$ cat src/rtl/pfa_pkg.sv
// Shared types and constants for the packet frame accounting block.
package pfa_pkg;

   localparam int unsigned WordCountWidth = 14;
   localparam int unsigned DataWidth      = 32;
   localparam int unsigned EventWidth     = 16;
   localparam int unsigned LimitWidth     = 16;
   localparam int unsigned ByteWidth      = WordCountWidth + 2;
   localparam int unsigned SegByteWidth   = 40;
   localparam int unsigned MbShift        = 20;
   localparam int unsigned CsrIndexWidth  = 2;

   localparam logic [SegByteWidth-1:0] SegPad = SegByteWidth'(1008);

   typedef enum logic [CsrIndexWidth-1:0] {
      CSR_START_MARKER  = 2'd0,
      CSR_END_MARKER    = 2'd1,
      CSR_SEGMENT_LIMIT = 2'd2
   } csr_index_type;

   typedef struct packed {
      logic [DataWidth-1:0]  start_marker;
      logic [DataWidth-1:0]  end_marker;
      logic [LimitWidth-1:0] segment_limit_mb;
   } config_type;

   typedef struct packed {
      logic [WordCountWidth-1:0] word_count;
      logic [DataWidth-1:0]      counter_word;
      logic [DataWidth-1:0]      marker_word;
      logic [DataWidth-1:0]      frame_word;
      logic [DataWidth-1:0]      tail_word;
      logic [DataWidth-1:0]      lost_word;
      logic [DataWidth-1:0]      buffer_run;
   } item_type;

   typedef struct packed {
      logic [DataWidth-1:0]  file_run;
      logic [DataWidth-1:0]  segment_index;
      logic                  segment_closed;
      logic                  frame_done;
      logic                  no_start_error;
      logic [DataWidth-1:0]  frame_number;
      logic [DataWidth-1:0]  packet_total;
      logic [EventWidth-1:0] event_total;
      logic [EventWidth-1:0] lost_events;
      logic [DataWidth-1:0]  missed_packets;
      logic [DataWidth-1:0]  frames_lost;
      logic [DataWidth-1:0]  frame_bytes;
   } result_type;

endpackage

$ cat src/rtl/pfa_in_stage.sv
// Input register for packet summaries.
module pfa_in_stage
   import pfa_pkg::*;
(
   input  logic     clock,
   input  logic     reset,
   input  logic     req_valid,
   input  item_type req_item,
   output logic     req_ready,
   input  logic     advance,
   output logic     item_valid,
   output item_type item
);

   logic     valid_ff;
   logic     valid_in;
   item_type item_ff;

   assign req_ready  = !valid_ff || advance;
   assign item_valid = valid_ff;
   assign item       = item_ff;

   always_comb begin
      valid_in = valid_ff;
      if (req_ready) begin
         valid_in = req_valid;
      end
   end

   always_ff @(posedge clock) begin
      if (reset) begin
         valid_ff <= 1'b0;
      end else begin
         valid_ff <= valid_in;
      end
   end

   always_ff @(posedge clock) begin
      if (req_ready && req_valid) begin
         item_ff <= req_item;
      end
   end

endmodule

$ cat src/rtl/pfa_account.sv
// Frame and segment accounting state with the per-packet result logic.
module pfa_account
   import pfa_pkg::*;
(
   input  logic       clock,
   input  logic       reset,
   input  config_type cfg,
   input  logic       advance,
   input  item_type   item,
   output result_type result
);

   logic                    frame_started_ff, frame_started_in;
   logic [DataWidth-1:0]    current_frame_ff, current_frame_in;
   logic [DataWidth-1:0]    previous_frame_ff, previous_frame_in;
   logic                    first_pending_ff, first_pending_in;
   logic [DataWidth-1:0]    first_counter_ff, first_counter_in;
   logic [DataWidth-1:0]    packet_tally_ff, packet_tally_in;
   logic [EventWidth-1:0]   event_tally_ff, event_tally_in;
   logic [DataWidth-1:0]    byte_tally_ff, byte_tally_in;
   logic [SegByteWidth-1:0] pad_bytes_ff, pad_bytes_in;
   logic [DataWidth-1:0]    segment_count_ff, segment_count_in;
   logic                    segment_open_ff, segment_open_in;
   logic [DataWidth-1:0]    segment_run_ff, segment_run_in;
   logic [DataWidth-1:0]    open_index_ff, open_index_in;

   logic                    is_start;
   logic                    is_end;
   logic                    closed;
   logic [ByteWidth-1:0]    bytes;
   logic [EventWidth-1:0]   payload;
   logic [DataWidth-1:0]    run;
   logic [DataWidth-1:0]    count_base;
   logic [DataWidth-1:0]    count_next;
   logic [SegByteWidth-1:0] pad_sum;
   logic [DataWidth-1:0]    packet_sum;
   logic [DataWidth-1:0]    byte_sum;
   logic [EventWidth-1:0]   event_sum;

   always_comb begin
      bytes      = {item.word_count, 2'b00};
      is_start   = item.marker_word == cfg.start_marker;
      is_end     = !is_start && (item.tail_word == cfg.end_marker);
      payload    = (is_start || is_end) ? EventWidth'(item.word_count) - EventWidth'(4)
                                        : EventWidth'(item.word_count) - EventWidth'(2);
      run        = is_start ? item.frame_word : item.buffer_run;
      count_base = is_start ? '0 : segment_count_ff;
      count_next = count_base + DataWidth'(1);
      pad_sum    = (is_start ? SegPad : pad_bytes_ff) + SegByteWidth'(bytes);
      closed     = pad_sum[SegByteWidth-1:MbShift] >
                   (SegByteWidth-MbShift)'(cfg.segment_limit_mb);
      packet_sum = packet_tally_ff + DataWidth'(1);
      byte_sum   = byte_tally_ff + DataWidth'(bytes);
      event_sum  = event_tally_ff + EventWidth'(payload[EventWidth-1:1]);
   end

   always_comb begin
      result                = '0;
      result.file_run       = segment_open_ff ? segment_run_ff : run;
      result.segment_index  = segment_open_ff ? open_index_ff : count_base;
      result.segment_closed = closed;
      result.frame_done     = is_end;
      result.no_start_error = !is_start && !frame_started_ff;
      if (is_end) begin
         result.frame_number   = current_frame_ff;
         result.packet_total   = packet_sum;
         result.event_total    = event_sum;
         result.lost_events    = item.lost_word[EventWidth-1:0];
         result.missed_packets = item.counter_word - first_counter_ff - packet_tally_ff;
         result.frames_lost    = first_pending_ff ? '0
                               : current_frame_ff - previous_frame_ff - DataWidth'(1);
         result.frame_bytes    = byte_sum;
      end
   end

   always_comb begin
      frame_started_in  = is_start ? 1'b1 : (is_end ? 1'b0 : frame_started_ff);
      current_frame_in  = is_start ? item.frame_word : current_frame_ff;
      first_counter_in  = is_start ? item.counter_word : first_counter_ff;
      previous_frame_in = is_end ? current_frame_ff : previous_frame_ff;
      first_pending_in  = is_end ? 1'b0 : first_pending_ff;
      packet_tally_in   = is_end ? '0 : packet_sum;
      byte_tally_in     = is_end ? '0 : byte_sum;
      event_tally_in    = is_end ? '0 : event_sum;
      segment_open_in   = !is_end;
      pad_bytes_in      = (closed || is_end) ? SegPad : pad_sum;
      segment_run_in    = (closed || !segment_open_ff) ? run : segment_run_ff;
      priority if (is_end) begin
         segment_count_in = '0;
      end else if (closed) begin
         segment_count_in = count_next;
      end else begin
         segment_count_in = count_base;
      end
      priority if (closed) begin
         open_index_in = count_next;
      end else if (!segment_open_ff) begin
         open_index_in = count_base;
      end else begin
         open_index_in = open_index_ff;
      end
   end

   always_ff @(posedge clock) begin
      if (reset) begin
         frame_started_ff  <= 1'b0;
         current_frame_ff  <= '0;
         previous_frame_ff <= '0;
         first_pending_ff  <= 1'b1;
         first_counter_ff  <= '0;
         packet_tally_ff   <= '0;
         event_tally_ff    <= '0;
         byte_tally_ff     <= '0;
         pad_bytes_ff      <= SegPad;
         segment_count_ff  <= '0;
         segment_open_ff   <= 1'b0;
         segment_run_ff    <= '0;
         open_index_ff     <= '0;
      end else if (advance) begin
         frame_started_ff  <= frame_started_in;
         current_frame_ff  <= current_frame_in;
         previous_frame_ff <= previous_frame_in;
         first_pending_ff  <= first_pending_in;
         first_counter_ff  <= first_counter_in;
         packet_tally_ff   <= packet_tally_in;
         event_tally_ff    <= event_tally_in;
         byte_tally_ff     <= byte_tally_in;
         pad_bytes_ff      <= pad_bytes_in;
         segment_count_ff  <= segment_count_in;
         segment_open_ff   <= segment_open_in;
         segment_run_ff    <= segment_run_in;
         open_index_ff     <= open_index_in;
      end
   end

   a_done_clears_frame: assert property (@(posedge clock) disable iff (reset)
      advance && result.frame_done |=> !frame_started_ff && packet_tally_ff == '0)
      else $error("frame end did not clear frame state");

   a_done_closes_segment: assert property (@(posedge clock) disable iff (reset)
      advance && result.frame_done |=> !segment_open_ff && segment_count_ff == '0)
      else $error("frame end did not close segment");

   a_close_rearms_bytes: assert property (@(posedge clock) disable iff (reset)
      advance && result.segment_closed |=> pad_bytes_ff == SegPad)
      else $error("segment close did not rearm byte count");

   a_pad_floor: assert property (@(posedge clock) disable iff (reset)
      pad_bytes_ff >= SegPad)
      else $error("segment byte count lost its pad");

endmodule

$ cat src/rtl/pfa_out_stage.sv
// Result register toward the receiver.
module pfa_out_stage
   import pfa_pkg::*;
(
   input  logic       clock,
   input  logic       reset,
   input  logic       load,
   input  result_type result,
   output logic       out_free,
   output logic       rsp_valid,
   input  logic       rsp_ready,
   output result_type rsp_result
);

   logic       valid_ff;
   logic       valid_in;
   result_type result_ff;

   assign out_free   = !valid_ff || rsp_ready;
   assign rsp_valid  = valid_ff;
   assign rsp_result = result_ff;

   always_comb begin
      valid_in = valid_ff;
      priority if (load) begin
         valid_in = 1'b1;
      end else if (rsp_ready) begin
         valid_in = 1'b0;
      end
   end

   always_ff @(posedge clock) begin
      if (reset) begin
         valid_ff <= 1'b0;
      end else begin
         valid_ff <= valid_in;
      end
   end

   always_ff @(posedge clock) begin
      if (load) begin
         result_ff <= result;
      end
   end

endmodule

$ cat src/rtl/packet_frame_accounting.sv
// Packet frame accounting top level: one result per packet summary.
//
// req channel: one packet summary per transfer (valid/ready).
// rsp channel: one result per packet, in order (valid/ready).
// csr port: write enable, index and data; start marker, end marker and
// segment limit in megabytes. Write only while no packet is in flight.
// A packet passes an input register, then the accounting logic updates the
// frame and segment state and loads the result register on the same edge.
// A req transfer is loaded into the input register and then into the result
// register, whose output is rsp valid. Throughput is one packet per cycle
// while the receiver does not stall, set by the single accounting pass
// between the two registers.
// When the receiver stalls, the result register holds, the input register
// fills and then req_ready drops; nothing is dropped.
// Reset (synchronous, active high) empties both registers, clears the
// markers and the limit to zero and returns the accounting state to its
// initial values (first frame pending, no segment open).
module packet_frame_accounting
   import pfa_pkg::*;
(
   input  logic                      clock,
   input  logic                      reset,
   input  logic                      csr_write_enable,
   input  logic [CsrIndexWidth-1:0]  csr_index,
   input  logic [DataWidth-1:0]      csr_write_data,
   input  logic                      req_valid,
   output logic                      req_ready,
   input  logic [WordCountWidth-1:0] req_word_count,
   input  logic [DataWidth-1:0]      req_counter_word,
   input  logic [DataWidth-1:0]      req_marker_word,
   input  logic [DataWidth-1:0]      req_frame_word,
   input  logic [DataWidth-1:0]      req_tail_word,
   input  logic [DataWidth-1:0]      req_lost_word,
   input  logic [DataWidth-1:0]      req_buffer_run,
   output logic                      rsp_valid,
   input  logic                      rsp_ready,
   output logic [DataWidth-1:0]      rsp_file_run,
   output logic [DataWidth-1:0]      rsp_segment_index,
   output logic                      rsp_segment_closed,
   output logic                      rsp_frame_done,
   output logic                      rsp_no_start_error,
   output logic [DataWidth-1:0]      rsp_frame_number,
   output logic [DataWidth-1:0]      rsp_packet_total,
   output logic [EventWidth-1:0]     rsp_event_total,
   output logic [EventWidth-1:0]     rsp_lost_events,
   output logic [DataWidth-1:0]      rsp_missed_packets,
   output logic [DataWidth-1:0]      rsp_frames_lost,
   output logic [DataWidth-1:0]      rsp_frame_bytes
);

   config_type cfg_ff;
   config_type cfg_in;
   item_type   req_item;
   item_type   item;
   logic       item_valid;
   logic       out_free;
   logic       advance;
   result_type result;
   result_type rsp_result;

   always_comb begin
      cfg_in = cfg_ff;
      if (csr_write_enable) begin
         unique case (csr_index)
            CSR_START_MARKER:  cfg_in.start_marker     = csr_write_data;
            CSR_END_MARKER:    cfg_in.end_marker       = csr_write_data;
            CSR_SEGMENT_LIMIT: cfg_in.segment_limit_mb = csr_write_data[LimitWidth-1:0];
            default:           cfg_in = cfg_ff;
         endcase
      end
   end

   always_ff @(posedge clock) begin
      if (reset) begin
         cfg_ff <= '0;
      end else begin
         cfg_ff <= cfg_in;
      end
   end

   always_comb begin
      req_item.word_count   = req_word_count;
      req_item.counter_word = req_counter_word;
      req_item.marker_word  = req_marker_word;
      req_item.frame_word   = req_frame_word;
      req_item.tail_word    = req_tail_word;
      req_item.lost_word    = req_lost_word;
      req_item.buffer_run   = req_buffer_run;
   end

   assign advance = item_valid && out_free;

   pfa_in_stage u_in_stage (
      .clock      (clock),
      .reset      (reset),
      .req_valid  (req_valid),
      .req_item   (req_item),
      .req_ready  (req_ready),
      .advance    (advance),
      .item_valid (item_valid),
      .item       (item)
   );

   pfa_account u_account (
      .clock   (clock),
      .reset   (reset),
      .cfg     (cfg_ff),
      .advance (advance),
      .item    (item),
      .result  (result)
   );

   pfa_out_stage u_out_stage (
      .clock      (clock),
      .reset      (reset),
      .load       (advance),
      .result     (result),
      .out_free   (out_free),
      .rsp_valid  (rsp_valid),
      .rsp_ready  (rsp_ready),
      .rsp_result (rsp_result)
   );

   assign rsp_file_run       = rsp_result.file_run;
   assign rsp_segment_index  = rsp_result.segment_index;
   assign rsp_segment_closed = rsp_result.segment_closed;
   assign rsp_frame_done     = rsp_result.frame_done;
   assign rsp_no_start_error = rsp_result.no_start_error;
   assign rsp_frame_number   = rsp_result.frame_number;
   assign rsp_packet_total   = rsp_result.packet_total;
   assign rsp_event_total    = rsp_result.event_total;
   assign rsp_lost_events    = rsp_result.lost_events;
   assign rsp_missed_packets = rsp_result.missed_packets;
   assign rsp_frames_lost    = rsp_result.frames_lost;
   assign rsp_frame_bytes    = rsp_result.frame_bytes;

endmodule

$ cat config.mk
export PLATFORM = sky130hd
export DESIGN_NAME = packet_frame_accounting
export DESIGN_NICKNAME = d
export VERILOG_FILES = /design/src/rtl/pfa_pkg.sv /design/src/rtl/pfa_in_stage.sv /design/src/rtl/pfa_account.sv /design/src/rtl/pfa_out_stage.sv /design/src/rtl/packet_frame_accounting.sv
export SDC_FILE = /design/constraint.sdc
export NUM_CORES = 2
export LEC_CHECK = 0
export ABC_AREA = 0
export BUFFER_PORTS_ARGS = -buffer_cell sky130_fd_sc_hd__buf_2
export CAP_MARGIN = 20
export CORE_MARGIN = 3
export CORE_UTILIZATION = 35
export CTS_CLUSTER_DIAMETER = 50
export DETAILED_ROUTE_END_ITERATION = 16
export MAX_ROUTING_LAYER = met4
export SLEW_MARGIN = 20
export SYNTH_ARGS = -nofsm -noshare
export SYNTH_HDL_FRONTEND = slang
export SYNTH_SLANG_ARGS = --single-unit
$ cat constraint.sdc
create_clock -name clock -period 13.5 [get_ports clock]
set_input_delay 2.025 -clock clock [delete_from_list [all_inputs] [get_ports clock]]
set_output_delay 2.025 -clock clock [all_outputs]
set_load 0.01 [all_outputs]
======== After elaboration in Yosys (flattened, before gate mapping) ========
Cells that the tools add are included.
operators by class
  $add $sub $neg .......................... 11
  $mul .................................... 0
  div/mod/pow operators ................... 0
  magnitude comparators ................... 1
  equal/unequal tests ..................... 4
  shift operators ......................... 0
  multiplexer cells ....................... 17
  bitwise logic cells ..................... 1
  reductions and logical operators ........ 26
operators by type and width
  kind                                                                    number
  32-bit two-way mux                                                      9
  32-bit subtractor                                                       3
  40-bit two-way mux                                                      2
  32-bit by 1-bit adder with 32-bit output (second input constant)        2
  32-bit equality test                                                    2
  40-bit by 16-bit adder with 40-bit output                               1
  32-bit by 16-bit adder with 32-bit output                               1
  16-bit two-way mux                                                      2
  32-bit by 1-bit subtractor with 32-bit output (second input constant)   1
  20-bit by 16-bit > comparator with 1-bit output                         1
  16-bit by 15-bit adder with 16-bit output                               1
  14-bit by 2-bit subtractor with 15-bit output (second input constant)   1
  14-bit by 3-bit subtractor with 15-bit output (second input constant)   1
  2-bit AND reduction                                                     7
  1-bit logical NOT                                                       6
  1-bit logical OR                                                        5
  1-bit logical AND                                                       4
  1-bit two-way mux                                                       4
  2-bit nonzero test                                                      2
  2-bit by 1-bit equality test with 1-bit output (second input constant)  1
  2-bit equality test (second input constant)                             1
  2-bit logical NOT                                                       1
  2-bit OR reduction                                                      1
  1-bit NOT                                                               1
word-level totals
  flip-flop bits (word level) ............. 846
  bits in latches ......................... 0
  bits in writable memories ............... 0
  ROM bits ................................ 0
  input port bits ......................... 245
  output and inout bits ................... 261
  word-level logic and storage cells ...... 97
  memories kept ........................... 0

======== Depth between registers and ports, before layout ========
  depth after elaboration ................. 7
  gate-level depth with buffers ........... 35
  mapped depth without buffers ............ 30

======== Hierarchy ========
A second synthesis with hierarchy kept.
second synthesis, totals
  cell total of the unflattened synthesis .. 3,816
  area total of the unflattened synthesis .. 39,965.8 µm²
by module, submodules not included
  module                   times used  cells an instance  area each (µm²)  sequential area each (µm²)
  pfa_account              1           3,042              22,604.2         6,226.0
  pfa_out_stage            1           263                7,823.8          7,797.5
  pfa_in_stage             1           211                6,241.0          6,206.0
  packet_frame_accounting  1           300                3,296.9          1,601.5

======== Worst setup path after synthesis ========
No wires, ideal clock.
  path type ............................... input -> register
  start point ............................. input port rsp_ready
  end point ............................... register u_account.open_index_ff[12]
  setup time .............................. 0.497 ns
  data arrival time ....................... 10.150 ns
  required time ........................... 13.003 ns
  path slack .............................. 2.852 ns
  stages .................................. 7
  path buffers ............................ 3
  cells stage by stage .................... nor2b_1 -> nand2b_1 -> clkbuf_1 -> inv_2 -> clkbuf_1 -> buf_1 -> a211oi_1
between the ends
  longest elaborated chain between the ends .. 2
RTL lines
  element               RTL line                       RTL
  start, declared       packet_frame_accounting.sv:36  input logic rsp_ready,
  1-bit logical OR      pfa_out_stage.sv:19            assign out_free = !valid_ff || rsp_ready;
  1-bit logical AND     packet_frame_accounting.sv:91  assign advance = item_valid && out_free;
  net advance           packet_frame_accounting.sv:57  logic advance;
  end signal, assigned  pfa_account.sv:132             open_index_ff <= open_index_in;
  end, declared         pfa_account.sv:25              logic [DataWidth-1:0] open_index_ff, open_index_in;
The timed path passes the listed nets, and every way through them passes these cells.
A chain may end at the register's enable or synchronous reset.

======== Worst setup path after layout ========
  start point ............................. register u_in_stage.item_ff, in the netlist u_in_stage.item[154]
  end point ............................... register u_account.pad_bytes_ff[35]
between the ends
  longest elaborated chain between the ends .. 6
  elaborated cells on any way between the ends .. 8
  those cells by class .................... add/sub (1); order compare (1); eq/ne (1); mux (2); reduce/logical (3)
RTL lines
  element                                          RTL line            RTL
  start, declared                                  pfa_in_stage.sv:17  item_type item_ff;
  start signal, assigned                           pfa_in_stage.sv:40  item_ff <= req_item;
  32-bit equality test *                           pfa_account.sv:42   is_start = item.marker_word == cfg.start_marker;
  40-bit two-way mux                               pfa_account.sv:49   pad_sum = (is_start ? SegPad : pad_bytes_ff) + SegByteWidth'(bytes);
  40-bit by 16-bit adder with 40-bit output        pfa_account.sv:49
  20-bit by 16-bit > comparator with 1-bit output  pfa_account.sv:50   closed = pad_sum[SegByteWidth-1:MbShift] >
  1-bit logical OR                                 pfa_account.sv:86   pad_bytes_in = (closed || is_end) ? SegPad : pad_sum;
  40-bit two-way mux *                             pfa_account.sv:86
  end signal, assigned                             pfa_account.sv:114  pad_bytes_ff <= SegPad;
  end signal, assigned                             pfa_account.sv:128  pad_bytes_ff <= pad_bytes_in;
  end, declared                                    pfa_account.sv:21   logic [SegByteWidth-1:0] pad_bytes_ff, pad_bytes_in;
Every way passes the cells marked *; elsewhere a longest branch is shown, timed or not.

==> flow_metrics.tcl <==
set metrics [dict create \
    status "complete, no violations" \
    netlist_area_mm2 0.0390 \
    vias 29126 \
    hpwl_mm 73.0 \
    placed_cell_area_mm2 0.0429 \
    rows 121 \
    core_region_area_mm2 0.110 \
    hold_class "flip-flop to flip-flop" \
    grt_pass1_vias 28025 \
    max_cap_violations 0 \
    fin_crit_sh 0.623 \
    place_inst 5643 \
    seq_area_mm2 0.0213 \
    cts_tree "yes" \
    setup_viol 0 \
    synthCells 3833 \
    clock-skew-final_ns 0.0617 \
    ys_seq_area_frac 0.546 \
    power.total_w 0.00652 \
    slowest_delay_ns 0.93 \
    finalCriticalPeriod_ns 8.41 \
    post-cts-setup-buffers 0 \
    crit_arrival_ns 9.02 \
    fin_tns_setup_ns 0 \
    highest_layer "met4" \
    wl_met3_mm 6.25 \
    met1_length_mm 49.0 \
    wl_per_cell_um 18.3 \
    drive_above_1_share 0.191 \
    drv_slew 0 \
    multi_input_area_mm2 0.0165 \
    cp_slowest_cell "nor2_2" \
    detail_route.iter0.violations 2106 \
    syn2layout_area_growth_pct 20.5 \
    endpoint_kind "flip-flop" \
    drc 0 \
    synth-edff-count 447 \
    io_pins 506 \
    nets 4689 \
    leakagePower_nw 17.4 \
    die_x_um 340 \
    stdcell_count 5863 \
    syn_area_per_cell_um2 10.2 \
    gp_congestion 0.924 \
    max-slew-margin-rel 0.251 \
    clk_pin_slew_worst_paths_ns 0.06 \
    viasPerCell 4.97 \
    grt_pass1_wl_mm 164 \
    ir_drop_uv 101 \
    fill_cells 10491 \
    synthArstFlopShare 0 \
    hold_buffers 0 \
    initial_core_util 0.355 \
    die_h_um 340 \
    routed_wl_mm 107 \
    io_buffers 487 \
    cts_sinks 840 \
    grt_overflow 0 \
    antenna_found_initial 9 \
    drtPass1Iterations 5 \
    cts_max_level 3 \
    ys.flop_type "edfxtp_1" \
    worst_slack_ns 5.09 \
    clockRootBuffer "clkbuf_16" \
    track_usage 0.185 \
    route.met2.wl_mm 49.4 \
    detail-route-antenna-nets 0 \
    worstPathRequired_ns 14.11 \
    fmax_mhz 119 \
    place_ws_ns 5.07 \
    rsz0062_at_grt "false" \
    clock_latency_ns 0.70 \
    startpoint_type "flip-flop" \
    grt_max_degree 174 \
    layout_commonest_cell "nand2_1" \
    powerDensity_mw_per_mm2 139 \
    ys.warnings.count 0 \
    synth_seq_cells 840 \
    clockBufferDepth 3 \
    cts_resized 0 \
    finalHoldViolCount 0 \
    worstSetupPathType "flip-flop to flip-flop" \
    dieArea_mm2 0.116 \
    final_cell_area_mm2 0.0470 \
    critPathMaxFanout 45 \
    mostFrequentLayoutCells "nand2_1, buf_2, edfxtp_1, dfxtp_1, nor2_1" \
    ys_types 87 \
    numCtsBuffers 111 \
    worstMarginPinSlew_ns 1.12 \
]
[routing by layer]
layer	up-vias	GRT usage
met4	0	0.0579
met5	-	-
met1	13965	0.243
met3	154	0.0370
li1	14282	-
met2	725	0.288
[worst max-delay path, delay by kind of cell, from the launching register on]
| family | cells | cell delay (ns) |
|---|---|---|
| adder cells (fa/ha/maj) | 2 | 0.61 |
| AND/OR/NAND/NOR | 11 | 3.97 |
| AO/OA/AOI/OAI | 11 | 2.18 |
| XOR/XNOR | 2 | 0.31 |
| buffers and inverters | 4 | 0.82 |
| flip-flops | 1 | 0.38 |
[kinds of logic (layout without fill, tap and decap cells)]
family                     after synthesis  in the layout  synth area share
other                                    1             10         0.0000961
xor gates and xnor gates               248            248            0.0557
muxes                                  118            118            0.0324
AOI/OAI and AO/OA                      735            735             0.113
and+or+nand+nor                       1394           1394             0.160
buffers and inverters                  334            879            0.0337
DFF                                    840            840             0.546
adders and majority gates              163            163            0.0590
[cells in the mapped netlist (9+ instances only)]
library cell,n,area share
a211oi_1,24,0.0046
a21o_1,46,0.0089
a21oi_1,343,0.044
a22o_1,13,0.0029
a22oi_1,26,0.0050
a311oi_1,10,0.0022
a31oi_1,14,0.0022
and2_1,79,0.013
and3_1,30,0.0048
buf_1,16,0.0015
clkbuf_1,150,0.014
dfxtp_1,393,0.20
edfxtp_1,447,0.34
fa_1,35,0.018
ha_1,128,0.041
inv_1,146,0.014
mux2_2,67,0.019
mux2i_1,51,0.013
nand2_1,585,0.056
nand2b_1,33,0.0053
nand3_1,85,0.011
nand4_1,39,0.0063
nor2_1,370,0.036
nor2b_1,26,0.0042
nor3_1,59,0.0076
nor4_1,15,0.0024
o211ai_1,13,0.0025
o21a_1,17,0.0033
o21ai_0,145,0.019
o21bai_1,10,0.0019
o22ai_1,9,0.0014
o31ai_1,9,0.0017
or3_1,27,0.0043
xnor2_1,162,0.036
xor2_1,86,0.019
[final timing paths]
path / cells past startpoint / slack, ns / endpoint / start
setup reg to reg: 30 / 5.09 / u_account.pad_bytes_ff[35]$_SDFFE_PP0P_ / u_in_stage.item[154]$_DFFE_PP_
hold reg to reg: 1 / 0.45 / u_account.first_pending_ff$_SDFFE_PP1P_ / u_account.first_pending_ff$_SDFFE_PP1P_
hold / removal: 1 / 0.45 / u_account.first_pending_ff$_SDFFE_PP1P_ / u_account.first_pending_ff$_SDFFE_PP1P_
setup / recovery: 30 / 5.09 / u_account.pad_bytes_ff[35]$_SDFFE_PP0P_ / u_in_stage.item[154]$_DFFE_PP_
[cell type report]
class / count / area share
Sequential cell: 840 / 0.453
Multi-Input combinational cell: 2660 / 0.351
Clock buffer: 138 / 0.0656
Timing Repair Buffer: 519 / 0.0577
Tap cell: 1476 / 0.0393
Clock inverter: 73 / 0.0212
Inverter: 149 / 0.0121
Antenna cell: 8 / 0.000426
[through the flow]
step	utilization	hold WS, ns
CTS	0.428	0.448
global placement	0.391	0.429
detailed placement	0.391	0.434
global route	0.428	0.457
floorplan	-	0.420
finish	0.428	0.446
[power breakdown]
group / total [W] / switching, W / internal (W)
Sequential: 0.00284 / 0.0000527 / 0.00279
Clock: 0.00318 / 0.00122 / 0.00196
Combinational: 0.000490 / 0.000303 / 0.000187
Total: 0.00652 / 0.00158 / 0.00494
[sequential cells by signal (all words and copies together) (netlist names), 38 cells and up]
name,cells
u_account.pad_bytes_ff,38
cfg_ff,80
u_in_stage.item,190
u_out_stage.rsp_result,257
(Power assumes the default switching activity.)
